File: config.mk
export PLATFORM = sky130hd
export DESIGN_NAME = hilbert_curve_walk_generator_flat
export DESIGN_NICKNAME = d
export VERILOG_FILES = /design/src/sv/hcw_pkg.sv /design/src/sv/hcw_req_if.sv /design/src/sv/hcw_rsp_if.sv /design/src/sv/hilbert_curve_walk_generator.sv /design/src/sv/hcw_walk.sv /design/src/sv/hcw_out.sv /design/src/flat_wrapper.sv
export VERILOG_INCLUDE_DIRS = /design/src /design/src/sv
export SDC_FILE = /design/constraint.sdc
export NUM_CORES = 1
export LEC_CHECK = 0
export ABC_AREA = 1
export BUFFER_PORTS_ARGS = -buffer_cell sky130_fd_sc_hd__buf_2
export CAP_MARGIN = 40
export CORE_MARGIN = 5
export CORE_UTILIZATION = 25
export CTS_BUF_LIST = sky130_fd_sc_hd__clkbuf_2
export DETAILED_ROUTE_END_ITERATION = 12
export PLACE_DENSITY_LB_ADDON = 0.1
export SYNTH_ARGS = -nofsm -noshare
export SYNTH_HDL_FRONTEND = slang
export SYNTH_SLANG_ARGS = --single-unit
File: constraint.sdc
create_clock -name clock -period 8.1 [get_ports clock]
set_clock_uncertainty 0.15 [all_clocks]
set_input_delay 0.81 -clock clock [delete_from_list [all_inputs] [get_ports clock]]
set_output_delay 0.81 -clock clock [all_outputs]
set_load 0.05 [all_outputs]
File: src/sv/assert_macros.svh
// assertion helpers shared by the rtl files
`ifndef ASSERT_MACROS_SVH
`define ASSERT_MACROS_SVH

// same-cycle implication, disabled during reset
`define ASSERT_IMPLY(label, clk, rst, pre, post, msg) \
   label: assert property (@(posedge clk) disable iff (rst) (pre) |-> (post)) \
      else $error(msg);

// next-cycle implication, disabled during reset
`define ASSERT_NEXT(label, clk, rst, pre, post, msg) \
   label: assert property (@(posedge clk) disable iff (rst) (pre) |=> (post)) \
      else $error(msg);

`endif

File: src/sv/hcw_pkg.sv
`default_nettype none

package hcw_pkg;

   // sizes
   localparam int MAX_ORDER_DEFAULT = 8;
   localparam int ORDER_W           = 4;
   localparam int STEP_W            = 8;
   localparam int GRID_W            = 8;
   localparam int POS_W             = 16;
   localparam int CSR_DATA_W        = 8;
   localparam int CSR_INDEX_W       = 1;

   // register reset values
   localparam logic [ORDER_W-1:0] ORDER_RESET = 4'd4;
   localparam logic [STEP_W-1:0]  STEP_RESET  = 8'd16;

   // phase of a level that sits on the last of its four sub-curves
   localparam logic [1:0] PHASE_LAST = 2'd3;

   // register indexes
   typedef enum logic [CSR_INDEX_W-1:0] {
      CSR_CURVE_ORDER = 1'b0,
      CSR_STEP_SIZE   = 1'b1
   } csr_index_type;

   // move directions, also used as level orientations
   typedef enum logic [1:0] {
      DIR_UP    = 2'd0,
      DIR_LEFT  = 2'd1,
      DIR_DOWN  = 2'd2,
      DIR_RIGHT = 2'd3
   } dir_type;

   // child orientation by parent orientation and phase
   localparam logic [1:0] CHILD_ORIENT [4][4] = '{
      '{2'd1, 2'd0, 2'd0, 2'd3},
      '{2'd0, 2'd1, 2'd1, 2'd2},
      '{2'd3, 2'd2, 2'd2, 2'd1},
      '{2'd2, 2'd3, 2'd3, 2'd0}
   };

   // connecting move by orientation and phase; the last column is never selected
   localparam logic [1:0] LINK_MOVE [4][4] = '{
      '{2'd2, 2'd3, 2'd0, 2'd0},
      '{2'd3, 2'd2, 2'd1, 2'd0},
      '{2'd0, 2'd1, 2'd2, 2'd0},
      '{2'd1, 2'd0, 2'd3, 2'd0}
   };

   // one move of the walk, before scaling
   typedef struct packed {
      logic [GRID_W-1:0] grid_x;
      logic [GRID_W-1:0] grid_y;
      dir_type           move_dir;
      logic              last_move;
   } walk_result_type;

endpackage

`default_nettype wire

File: src/sv/hcw_req_if.sv
`default_nettype none

interface hcw_req_if;
   logic valid;
   logic ready;
   logic restart;

   modport source (output valid, output restart, input ready);
   modport sink (input valid, input restart, output ready);
endinterface

`default_nettype wire

File: src/sv/hcw_rsp_if.sv
`default_nettype none

interface hcw_rsp_if;
   logic                      valid;
   logic                      ready;
   logic [hcw_pkg::POS_W-1:0] x_position;
   logic [hcw_pkg::POS_W-1:0] y_position;
   logic [1:0]                move_direction;
   logic                      last_move;

   modport source (output valid, output x_position, output y_position,
                   output move_direction, output last_move, input ready);
   modport sink (input valid, input x_position, input y_position,
                 input move_direction, input last_move, output ready);
endinterface

`default_nettype wire

File: src/sv/hilbert_curve_walk_generator.sv
// Hilbert curve walk generator.
// Each item on the req_ channel asks for one move of the curve. With restart
// set, the walk begins again at grid point (0,0) and the first move is given;
// with restart clear, the next move is given. Each move comes out on the rsp_
// channel as the new position (grid point times step_size, 16 bits each),
// the move direction (0 up, 1 left, 2 down, 3 right) and a flag on the final
// move. After the final move, and before any restart, items give no result.
// Registers on the csr_ port: index 0 curve_order (1..MAX_ORDER, clamped),
// index 1 step_size. Write them only while the block is idle.
// Throughput: one item per cycle while rsp_ is taken (see Stall). Each result appears
// on rsp_ in the cycle after acceptance; the move comes from the per-level orientation
// and phase stack (pick of the lowest unfinished level) feeding the output register.
// Reset: curve_order 4, step_size 16, walk idle, output empty.
// Stall: when rsp_ is not taken, the output register holds its move and req_
// ready stays low until the move is taken.
`default_nettype none

module hilbert_curve_walk_generator #(
   parameter int MAX_ORDER = hcw_pkg::MAX_ORDER_DEFAULT
) (
   input  wire logic                              clock,
   input  wire logic                              reset,
   hcw_req_if.sink                                req_if,
   hcw_rsp_if.source                              rsp_if,
   input  wire logic                              csr_write_enable,
   input  wire logic [hcw_pkg::CSR_INDEX_W-1:0]   csr_index,
   input  wire logic [hcw_pkg::CSR_DATA_W-1:0]    csr_write_data
);

   logic [hcw_pkg::ORDER_W-1:0] order_ff;
   logic [hcw_pkg::STEP_W-1:0]  step_ff;
   logic                        load_ok;
   logic                        accept;
   logic                        result_valid;
   hcw_pkg::walk_result_type    result;

   // configuration registers
   always_ff @(posedge clock) begin
      if (reset) begin
         order_ff <= hcw_pkg::ORDER_RESET;
         step_ff  <= hcw_pkg::STEP_RESET;
      end else if (csr_write_enable) begin
         unique case (hcw_pkg::csr_index_type'(csr_index))
            hcw_pkg::CSR_CURVE_ORDER: order_ff <= csr_write_data[hcw_pkg::ORDER_W-1:0];
            hcw_pkg::CSR_STEP_SIZE:   step_ff  <= csr_write_data[hcw_pkg::STEP_W-1:0];
            default: ;
         endcase
      end
   end

   // handshake on the request side
   assign req_if.ready = load_ok;
   assign accept       = req_if.valid & load_ok;

   hcw_walk #(
      .MAX_ORDER (MAX_ORDER)
   ) u_walk (
      .clock        (clock),
      .reset        (reset),
      .curve_order  (order_ff),
      .accept       (accept),
      .restart      (req_if.restart),
      .result_valid (result_valid),
      .result       (result)
   );

   hcw_out u_out (
      .clock     (clock),
      .reset     (reset),
      .step_size (step_ff),
      .take      (accept & result_valid),
      .result    (result),
      .load_ok   (load_ok),
      .rsp       (rsp_if)
   );

endmodule

`default_nettype wire

File: src/sv/hcw_walk.sv
`default_nettype none
`include "assert_macros.svh"

module hcw_walk #(
   parameter int MAX_ORDER = hcw_pkg::MAX_ORDER_DEFAULT
) (
   input  wire logic                         clock,
   input  wire logic                         reset,
   input  wire logic [hcw_pkg::ORDER_W-1:0]  curve_order,
   input  wire logic                         accept,
   input  wire logic                         restart,
   output logic                              result_valid,
   output hcw_pkg::walk_result_type          result
);

   localparam int ORD_W = $clog2(MAX_ORDER + 1);
   localparam int CW    = (ORD_W > hcw_pkg::ORDER_W) ? ORD_W : hcw_pkg::ORDER_W;
   localparam int LVL_W = (MAX_ORDER > 1) ? $clog2(MAX_ORDER) : 1;

   // walk state
   logic [hcw_pkg::GRID_W-1:0] grid_x_ff, grid_y_ff;
   logic [1:0]                 orient_ff [MAX_ORDER];
   logic [1:0]                 phase_ff  [MAX_ORDER];
   logic                       active_ff;

   logic [CW-1:0]        order_ext, order_max, order_eff;
   logic [MAX_ORDER-1:0] level_en;

   logic [1:0]                 orient_a [MAX_ORDER];
   logic [1:0]                 phase_a  [MAX_ORDER];
   logic [hcw_pkg::GRID_W-1:0] grid_x_a, grid_y_a;
   logic                       active_a;

   logic [MAX_ORDER-1:0] found;
   logic [MAX_ORDER-1:0] below;
   logic [LVL_W-1:0]     sel_lvl;
   logic [1:0]           sel_orient, sel_phase, new_phase, child;
   logic                 found_any;
   hcw_pkg::dir_type     dir;

   logic [1:0]                 orient_b [MAX_ORDER];
   logic [1:0]                 phase_b  [MAX_ORDER];
   logic [hcw_pkg::GRID_W-1:0] grid_x_in, grid_y_in;
   logic                       last;
   logic                       step_ok;

   // effective order, clamped to 1..MAX_ORDER
   assign order_ext = CW'(curve_order);
   assign order_max = CW'(MAX_ORDER);

   always_comb begin
      if (order_ext == '0) begin
         order_eff = CW'(1);
      end else if (order_ext > order_max) begin
         order_eff = order_max;
      end else begin
         order_eff = order_ext;
      end
   end

   // restart: levels in use go to sub-curve 0, orientation alternates up/left downward
   assign active_a = active_ff | restart;
   assign grid_x_a = restart ? '0 : grid_x_ff;
   assign grid_y_a = restart ? '0 : grid_y_ff;

   for (genvar i = 0; i < MAX_ORDER; i++) begin : g_restart
      assign level_en[i] = CW'(i) < order_eff;
      assign phase_a[i]  = (restart && level_en[i]) ? 2'd0 : phase_ff[i];
      assign orient_a[i] = (restart && level_en[i]) ?
                           {1'b0, ~(order_eff[0] ^ 1'(i % 2))} : orient_ff[i];
      assign found[i]    = level_en[i] && (phase_a[i] != hcw_pkg::PHASE_LAST);
   end

   // lowest level with a sub-curve left
   always_comb begin
      sel_lvl    = '0;
      sel_orient = '0;
      sel_phase  = '0;
      found_any  = 1'b0;
      for (int j = MAX_ORDER - 1; j >= 0; j--) begin
         if (found[j]) begin
            sel_lvl    = LVL_W'(j);
            sel_orient = orient_a[j];
            sel_phase  = phase_a[j];
            found_any  = 1'b1;
         end
      end
   end

   // levels under the selected one
   always_comb begin
      logic run;
      run = 1'b1;
      for (int j = 0; j < MAX_ORDER; j++) begin
         below[j] = run & ~found[j];
         run      = below[j];
      end
   end

   assign dir       = hcw_pkg::dir_type'(hcw_pkg::LINK_MOVE[sel_orient][sel_phase]);
   assign new_phase = sel_phase + 2'd1;
   assign child     = hcw_pkg::CHILD_ORIENT[sel_orient][new_phase];

   // stack after the move: selected level advances, lower levels restart
   for (genvar i = 0; i < MAX_ORDER; i++) begin : g_step
      assign phase_b[i]  = below[i] ? 2'd0 :
                           ((found[i] && sel_lvl == LVL_W'(i)) ? new_phase : phase_a[i]);
      assign orient_b[i] = below[i] ?
                           (child ^ {1'b0, ~(sel_lvl[0] ^ 1'(i % 2))}) : orient_a[i];
   end

   // final move when every level in use sits on its last sub-curve
   always_comb begin
      last = 1'b1;
      for (int j = 0; j < MAX_ORDER; j++) begin
         if (level_en[j] && phase_b[j] != hcw_pkg::PHASE_LAST) begin
            last = 1'b0;
         end
      end
   end

   // unit move on the grid
   always_comb begin
      grid_x_in = grid_x_a;
      grid_y_in = grid_y_a;
      case (dir)
         hcw_pkg::DIR_UP:    grid_y_in = grid_y_a - 1'b1;
         hcw_pkg::DIR_LEFT:  grid_x_in = grid_x_a - 1'b1;
         hcw_pkg::DIR_DOWN:  grid_y_in = grid_y_a + 1'b1;
         default:            grid_x_in = grid_x_a + 1'b1;
      endcase
   end

   assign step_ok      = active_a & found_any;
   assign result_valid = step_ok;

   always_comb begin
      result.grid_x    = grid_x_in;
      result.grid_y    = grid_y_in;
      result.move_dir  = dir;
      result.last_move = last;
   end

   // state update on every accepted item
   always_ff @(posedge clock) begin
      if (reset) begin
         grid_x_ff <= '0;
         grid_y_ff <= '0;
         active_ff <= 1'b0;
         for (int j = 0; j < MAX_ORDER; j++) begin
            orient_ff[j] <= '0;
            phase_ff[j]  <= '0;
         end
      end else if (accept) begin
         grid_x_ff <= step_ok ? grid_x_in : grid_x_a;
         grid_y_ff <= step_ok ? grid_y_in : grid_y_a;
         active_ff <= step_ok & ~last;
         for (int j = 0; j < MAX_ORDER; j++) begin
            orient_ff[j] <= step_ok ? orient_b[j] : orient_a[j];
            phase_ff[j]  <= step_ok ? phase_b[j]  : phase_a[j];
         end
      end
   end

   `ASSERT_IMPLY(restart_gives_move, clock, reset, accept && restart, result_valid, "restart gave no move")
   `ASSERT_NEXT(last_ends_walk, clock, reset, accept && result_valid && result.last_move, !active_ff, "walk still active after final move")
   `ASSERT_NEXT(idle_holds, clock, reset, !active_ff && !(accept && restart), !active_ff, "walk woke without restart")

endmodule

`default_nettype wire

File: src/sv/hcw_out.sv
`default_nettype none
`include "assert_macros.svh"

module hcw_out (
   input  wire logic                        clock,
   input  wire logic                        reset,
   input  wire logic [hcw_pkg::STEP_W-1:0]  step_size,
   input  wire logic                        take,
   input  wire hcw_pkg::walk_result_type    result,
   output logic                             load_ok,
   hcw_rsp_if.source                        rsp
);

   logic                      rsp_valid_ff;
   logic [hcw_pkg::POS_W-1:0] x_pos_ff, y_pos_ff;
   logic [1:0]                dir_ff;
   logic                      last_ff;
   logic [hcw_pkg::POS_W-1:0] x_pos_in, y_pos_in;

   // scale grid point by the step size
   assign x_pos_in = hcw_pkg::POS_W'(result.grid_x) * hcw_pkg::POS_W'(step_size);
   assign y_pos_in = hcw_pkg::POS_W'(result.grid_y) * hcw_pkg::POS_W'(step_size);

   // output register frees when empty or taken this cycle
   assign load_ok = ~rsp_valid_ff | rsp.ready;

   always_ff @(posedge clock) begin
      if (reset) begin
         rsp_valid_ff <= 1'b0;
      end else if (load_ok) begin
         rsp_valid_ff <= take;
      end
   end

   // payload
   always_ff @(posedge clock) begin
      if (load_ok && take) begin
         x_pos_ff <= x_pos_in;
         y_pos_ff <= y_pos_in;
         dir_ff   <= result.move_dir;
         last_ff  <= result.last_move;
      end
   end

   assign rsp.valid          = rsp_valid_ff;
   assign rsp.x_position     = x_pos_ff;
   assign rsp.y_position     = y_pos_ff;
   assign rsp.move_direction = dir_ff;
   assign rsp.last_move      = last_ff;

   `ASSERT_NEXT(take_shows_item, clock, reset, take && load_ok, rsp_valid_ff, "taken move not presented")

endmodule

`default_nettype wire
File: src/flat_wrapper.sv
// flat-port wrapper written by rule: the top's interface ports become plain ports
module hilbert_curve_walk_generator_flat 
#(
   parameter int MAX_ORDER = hcw_pkg::MAX_ORDER_DEFAULT
)
  (clock, reset, csr_write_enable, csr_index, csr_write_data, req_if_valid, req_if_restart, req_if_ready, rsp_if_valid, rsp_if_x_position, rsp_if_y_position, rsp_if_move_direction, rsp_if_last_move, rsp_if_ready);
  hcw_req_if req_if_i ();
  hcw_rsp_if rsp_if_i ();
  input  wire logic clock;
  input  wire logic reset;
  input  wire logic csr_write_enable;
  input  wire logic [hcw_pkg::CSR_INDEX_W-1:0] csr_index;
  input  wire logic [hcw_pkg::CSR_DATA_W-1:0] csr_write_data;
  input wire logic [$bits(req_if_i.valid)-1:0] req_if_valid;
  input wire logic [$bits(req_if_i.restart)-1:0] req_if_restart;
  output wire logic [$bits(req_if_i.ready)-1:0] req_if_ready;
  output wire logic [$bits(rsp_if_i.valid)-1:0] rsp_if_valid;
  output wire logic [$bits(rsp_if_i.x_position)-1:0] rsp_if_x_position;
  output wire logic [$bits(rsp_if_i.y_position)-1:0] rsp_if_y_position;
  output wire logic [$bits(rsp_if_i.move_direction)-1:0] rsp_if_move_direction;
  output wire logic [$bits(rsp_if_i.last_move)-1:0] rsp_if_last_move;
  input wire logic [$bits(rsp_if_i.ready)-1:0] rsp_if_ready;
  assign req_if_i.valid = req_if_valid;
  assign req_if_i.restart = req_if_restart;
  assign req_if_ready = req_if_i.ready;
  assign rsp_if_valid = rsp_if_i.valid;
  assign rsp_if_x_position = rsp_if_i.x_position;
  assign rsp_if_y_position = rsp_if_i.y_position;
  assign rsp_if_move_direction = rsp_if_i.move_direction;
  assign rsp_if_last_move = rsp_if_i.last_move;
  assign rsp_if_i.ready = rsp_if_ready;
  hilbert_curve_walk_generator #(.MAX_ORDER(MAX_ORDER)) u_core (.clock(clock), .reset(reset), .req_if(req_if_i), .rsp_if(rsp_if_i), .csr_write_enable(csr_write_enable), .csr_index(csr_index), .csr_write_data(csr_write_data));
endmodule
==> results of run 1 <==
==> layout by cell type, fill, tap and decap left out, types with 4 or more instances in the layout <==
cell,synthesis,final
inv_1,252,231
ha_4,0,14
inv_4,0,4
dfxtp_1,30,27
a21oi_2,1,14
nand4_1,5,5
nor2_1,175,159
clkbuf_2,0,9
xnor2_1,9,9
o21ai_2,7,16
nand2_2,13,25
o21a_1,5,5
buf_4,2,205
nand2_4,8,9
buf_6,0,9
ha_1,84,67
o21bai_1,5,4
a21oi_1,84,68
buf_2,6,51
xor2_1,25,24
edfxtp_1,67,67
o21ai_1,7,10
o211ai_1,5,5
fa_1,73,70
nor2_4,2,5
nand3b_1,4,4
nor2_2,5,18
o21ai_0,77,62
nand3_1,35,34
nand2_1,225,211
inv_2,9,27
o21ai_4,2,5
==> timing repair <==
item                                    CTS  global route
buffers inserted                          5            19
pin swaps                                11            85
endpoints found under the hold margin     2             0
gates resized for setup                  46           105
hold buffers                              2             0
endpoints found under the setup margin   11            12
==> critical path, delay by kind of cell (launching register included) <==
kind / cells / cell delay (ns)
compound gates: 15 / 2.19
fa+ha+maj: 7 / 2.77
buf+inv: 10 / 0.81
xor+xnor: 2 / 0.35
flops: 1 / 0.43
simple gates: 13 / 1.13
==> layout make-up <==
type                            instances  share of cell area (%)
Clock inverter                          7                   0.589
Sequential cell                        97                    20.2
Timing Repair Buffer                  269                    15.1
Clock buffer                            9                   0.348
Multi-Input combinational cell        888                    51.1
Tap cell                              518                    5.01
Antenna cell                            2                  0.0387
Inverter                              261                    7.62
==> registers in the layout, summed over array words and instances (netlist names) <==
name / flops
u_core.u_out.rsp.y_position: 16
u_core.u_walk.grid_x_ff: 8
u_core.u_out.rsp.valid: 1
u_core.u_walk.phase_ff: 16
u_core.u_out.rsp.last_move: 1
u_core.u_walk.grid_y_ff: 8
u_core.order_ff: 4
u_core.u_walk.orient_ff: 16
u_core.u_out.rsp.x_position: 16
u_core.u_out.rsp.move_direction: 2
u_core.u_walk.active_ff: 1
u_core.step_ff: 8
==> per-stage QoR <==
stage | worst slack, ns | TNS [ns] | util [%]
after detailed placement | -0.891 | -6.25 | 31.1
final | 0.118 | 0 | 33.4
after global placement | -0.935 | -6.08 | 31.1
after global routing | -0.307 | -0.875 | 33.4
after floorplan | 0.0159 | 0 | -
after CTS | 0.0170 | 0 | 31.9
==> power groups by stage <==
stage	clock, uW	sequential (uW)	combinational [uW]
6_report	292	640	1440
5_1_grt	329	647	1620
4_1_cts	313	642	1330
3_5_place_dp	0	651	1250
3_3_place_gp	0	651	1260
2_1_floorplan	0	761	640
==> layer usage <==
layer	part of all wire (%)	global-route usage, %	up-vias
li1	-	-	4526
met1	53	21.9	4249
met2	43	22.9	97
met3	2.5	2.11	15
met4	1.2	3.47	0
met5	0	0	-
==> final timing paths <==
kind                                                to                               startpoint  cells past startpoint
min                    u_core.order_ff[2]$_SDFFE_PP1P_                                csr_index                      4
min reg2reg    u_core.u_walk.grid_x_ff[4]$_SDFFE_PP0P_  u_core.u_walk.grid_x_ff[4]$_SDFFE_PP0P_                      2
max reg2reg  u_core.u_out.rsp.y_position[14]$_DFFE_PP_          u_core.order_ff[2]$_SDFFE_PP1P_                     47
max          u_core.u_out.rsp.y_position[14]$_DFFE_PP_          u_core.order_ff[2]$_SDFFE_PP1P_                     47
==> logic make-up after synthesis <==
group / share of synthesized area [%]
xor+xnor: 3.20
compound gates: 12.7
buf+inv: 11.1
simple gates: 20.7
fa+ha+maj: 25.6
flops: 26.7
==> flow_summary.toml, run 1 <==
[status]
status = "complete, no violations"

[floorplan]
initial_core_util_pct = 25.3
dieHeight_um = 208
die_area_um2 = 43300
pin_count = 52
rows = 72
core_um2 = 38700
fp.dieW_um = 208

[setup_path]
crit_path_max_fanout = 5
cpPeakStageDelay_ns = 0.55
required_ns = 8.55
rrSetupSlack_ns = 0.12
crit_arrival_ns = 8.43
critPathSlowestCell = "fa_1"
endpoint_kind = "flip-flop"
start_kind = "flip-flop"
crit_type = "flip-flop to flip-flop"

[place]
placed_area_um2 = 12100
dp_hpwl_mm = 24.3
placedCellCount = 2009
io_buffers = 51
gp_congestion = 0.834

[detailed_routing]
ant_nets = 0
drc = 0
routed_via_density = 4.33
drt_iter0_markers = 378
wl_per_cell_um = 15.4
drt_wl_total_mm = 31.5
vias = 8887
firstDrtPassIters = 5

[synth]
syn_area_um2 = 9800
mappedNetlistNets = 1444
synth_most_common_cell = "inv_1"
avgSynthCellArea_um2 = 7.71
ys_async_sr_fraction_pct = 0
yosysTopAreaCellShare_pct = 20.5
synth_flop_cell = "edfxtp_1"
synth_cell_types = 50
synth-edff-count = 67
synth_commonest_cells = "252 x inv_1, 225 x nand2_1, 175 x nor2_1"
ys_seq_area_share_pct = 26.7
ys_seq_elements = 97
synth_area_leaders = "edfxtp_1 21%, fa_1 15%, ha_1 11%"
netlist_instances = 1272
ys_warn_count = 0
yosys.area.top_type = "edfxtp_1"

[min_path]
min_path_type = "primary input to flip-flop"

[power_and_ir_drop]
peakVddDrop_mv = 0.0863
pwr_density_cell_nw_per_um2 = 183
p_seq_share_pct = 27.0
combPwrFrac_pct = 60.7
totalPowerFinal_uw = 2370
p_sw_uw = 1070
power_leakage_uw = 0.00645
p_int_uw = 1310
pwr-share-clk_pct = 12.3
switching_share_pct = 45.0

[grt]
grt_use_total_pct = 14.8
overflow = 0
grt_max_degree = 45
antenna_found_initial = 1
grt_pass1_vias = 9121
grt_pass1_wl_mm = 50.7

[finish]
multi_input_area_um2 = 6610
seq_area_um2 = 2620
nFillCells = 4267
instances_no_fill = 2051
fin_nets = 1698
fin_area_um2 = 12900
drive_gt1_share_pct = 29.3
syn_to_final_growth_pct = 32.1

[sta]
timing.final.crit_share_pct = 98.5
tightest_slew_ns = 0.842
finalHoldViolations = 0
min_period_ns = 7.98
max_freq_mhz = 125
setup_viol = 0
rsz0062_at_grt = "yes"
hold_slack_ns = 0.170
relSlewSlack_pct = 43.5
slew_violations = 0

[clocking]
clock-sinks = 97
htreeDepth = 3
clk_path_buf_depth = 2
root_buffer = "clkbuf_2"
cts-buffers-inserted = 9
tritoncts = "done"
clkLatencyLatePin_ns = 0.75
path_clk_slew_ns = 0.34

[job]
drv_cap = 0
(Power assumes the default switching activity.)
==> run 2: changes to the inputs <==
--- a/config.mk
+++ b/config.mk
@@ -10,7 +10,7 @@
 export BUFFER_PORTS_ARGS = -buffer_cell sky130_fd_sc_hd__buf_2
 export CAP_MARGIN = 40
 export CORE_MARGIN = 5
-export CORE_UTILIZATION = 25
+export CORE_UTILIZATION = 40
 export CTS_BUF_LIST = sky130_fd_sc_hd__clkbuf_2
 export DETAILED_ROUTE_END_ITERATION = 12
 export PLACE_DENSITY_LB_ADDON = 0.1
==> constraint.sdc (replaced) <==
create_clock -name clock -period 9 [get_ports clock]
set_clock_uncertainty 0.15 [all_clocks]
set_input_delay 0.9 -clock clock [delete_from_list [all_inputs] [get_ports clock]]
set_output_delay 0.9 -clock clock [all_outputs]
set_load 0.05 [all_outputs]
==> flow_summary.toml, run 2 (same netlist as run 1, synthesis figures left out) <==
[clocking]
clkLatencyLatePin_ns = 0.64
root_buffer = "clkbuf_2"
path_clk_slew_ns = 0.29
tritoncts = "done"
cts_hold_buffers = 0
clk_path_buf_depth = 2
htreeDepth = 3
cts-buffers-inserted = 9
clock-sinks = 97

[detailed_routing]
wl_per_cell_um = 15.5
ant_nets = 0
drc = 0
firstDrtPassIters = 5
routed_via_density = 4.88
vias = 8419
drt_wl_total_mm = 26.8
drt_iter0_markers = 626

[sta]
timing.final.crit_share_pct = 93.2
relSlewSlack_pct = 44.2
min_period_ns = 8.38
setup_viol = 0
hold_slack_ns = 0.327
rsz0062_at_grt = "no"
slew_violations = 0
tightest_slew_ns = 0.835
tns_ns = 0
finalHoldViolations = 0
max_freq_mhz = 119

[finish]
nFillCells = 2513
mostFrequentLayoutCells = "251 x inv_1, 225 x nand2_1, 174 x nor2_1, 85 x buf_4, 84 x ha_1"
fin_util_pct = 46.1
instances_no_fill = 1725
syn_to_final_growth_pct = 14.2
fin_nets = 1567
final_common_cell = "inv_1"
drive_gt1_share_pct = 15.8

[setup_path]
crit_path_max_fanout = 5
endpoint_kind = "flip-flop"
critPathLaunch = "u_core.order_ff[3]$_SDFFE_PP0P_"
crit_arrival_ns = 8.63
ff2ff_path_depth = 44
rr_startpoint = "u_core.order_ff[3]$_SDFFE_PP0P_"
required_ns = 9.25
cpMostUsedCell = "nand2_1"
start_kind = "flip-flop"
cpPeakStageDelay_ns = 0.56
critPathSlowestCell = "fa_1"
rrSetupSlack_ns = 0.62
rr_endpoint = "u_core.u_out.rsp.y_position[14]$_DFFE_PP_"
crit_type = "flip-flop to flip-flop"

[floorplan]
initial_core_util_pct = 40.4
dieHeight_um = 167
fp.dieW_um = 167
core_um2 = 24200
pin_count = 52
die_area_um2 = 27700
rows = 57

[place]
placedCellCount = 1706
gp_congestion = 0.910
dp_hpwl_mm = 21.1
io_buffers = 51

[grt]
grt_max_degree = 45
antenna_found_initial = 1
grt_pass1_vias = 8141
overflow = 0
grt_use_total_pct = 19.6
grt_pass1_wl_mm = 43.6

[job]
drv_cap = 0

[status]
status = "complete, no violations"

[min_path]
hold_depth = 2
hp-start = "u_core.u_walk.grid_x_ff[6]$_SDFFE_PP0P_"
min_path_type = "flip-flop to flip-flop"
min_to = "u_core.u_walk.grid_x_ff[6]$_SDFFE_PP0P_"

[power_and_ir_drop]
power_leakage_uw = 0.00581
pwr_density_cell_nw_per_um2 = 166
peakVddDrop_mv = 0.116
==> run 2: cell count changes in the layout (fill, tap and decap cells not counted), moves of 9 or more <==
cell	delta
ha_4	-14
inv_1	+20
nand2_1	+14
ha_1	+17
buf_4	-120
a21oi_2	-11
nor2_1	+15
o21ai_0	+13
inv_2	-17
buf_6	-9
nand2_2	-12
nor2_2	-13
a21oi_1	+14
==> run 2: worst max-delay path, delay by kind of cell (launching register included) <==
kind | cells | cell delay, ns
and+or+nand+nor | 14 | 1.65
buffers and inverters | 7 | 0.53
DFF | 1 | 0.43
AOI/OAI and AO/OA | 15 | 2.41
xor gates and xnor gates | 1 | 0.07
adders and majority gates | 7 | 2.91
==> run 2: cell type report <==
type | instances | area, um2 | share of cell area [%]
Tap cell | 324 | 405 | 3.62
Antenna cell | 1 | 2.50 | 0.0224
Multi-Input combinational cell | 888 | 6130 | 54.8
Sequential cell | 97 | 2620 | 23.4
Clock buffer | 12 | 60.1 | 0.537
Timing Repair Buffer | 138 | 918 | 8.21
Clock inverter | 4 | 77.6 | 0.693
Inverter | 261 | 980 | 8.76
==> run 2: repair_timing <==
item / in CTS / in global routing
setup endpoints to repair: 0 / 7
gates resized for setup: 0 / 12
buffers inserted: 0 / 2
==> run 2: per-stage QoR <==
stage	worst slack, ns	power, uW	cell area, um2
after floorplan	0.826	1260	9800
after global placement	0.180	1600	11000
final	0.616	1860	11200
after detailed placement	0.166	1600	11000
after global routing	0.0131	2020	11200
after CTS	0.168	1870	11100
==> run 2: routing by layer <==
layer  track usage (%)  share of wire (%)  vias to the layer above
met2              28.9                 41                      205
li1                  -                  -                     4265
met4              3.17               0.71                        0
met1              31.0                 53                     3934
met5                 0                  0                        -
met3              2.58                5.2                       15
==> run 2: how the worst max path moves through the flow <==
stage / to / slack, ns
floorplan: u_core.u_out.rsp.x_position[15]$_DFFE_PP_ / 0.83
global placement: u_core.u_out.rsp.x_position[15]$_DFFE_PP_ / 0.18
detailed placement: u_core.u_out.rsp.x_position[15]$_DFFE_PP_ / 0.17
CTS: u_core.u_out.rsp.x_position[15]$_DFFE_PP_ / 0.17
global route: u_core.u_out.rsp.y_position[15]$_DFFE_PP_ / 0.01
finish: u_core.u_out.rsp.y_position[14]$_DFFE_PP_ / 0.62
==> run 2: power breakdown <==
| group | switching [uW] | internal [uW] | leakage (uW) |
|---|---|---|---|
| registers | 20.6 | 555 | 0.000936 |
| logic | 638 | 383 | 0.00479 |
| clock network | 169 | 97.1 | 0.0000868 |
| total | 827 | 1030 | 0.00581 |
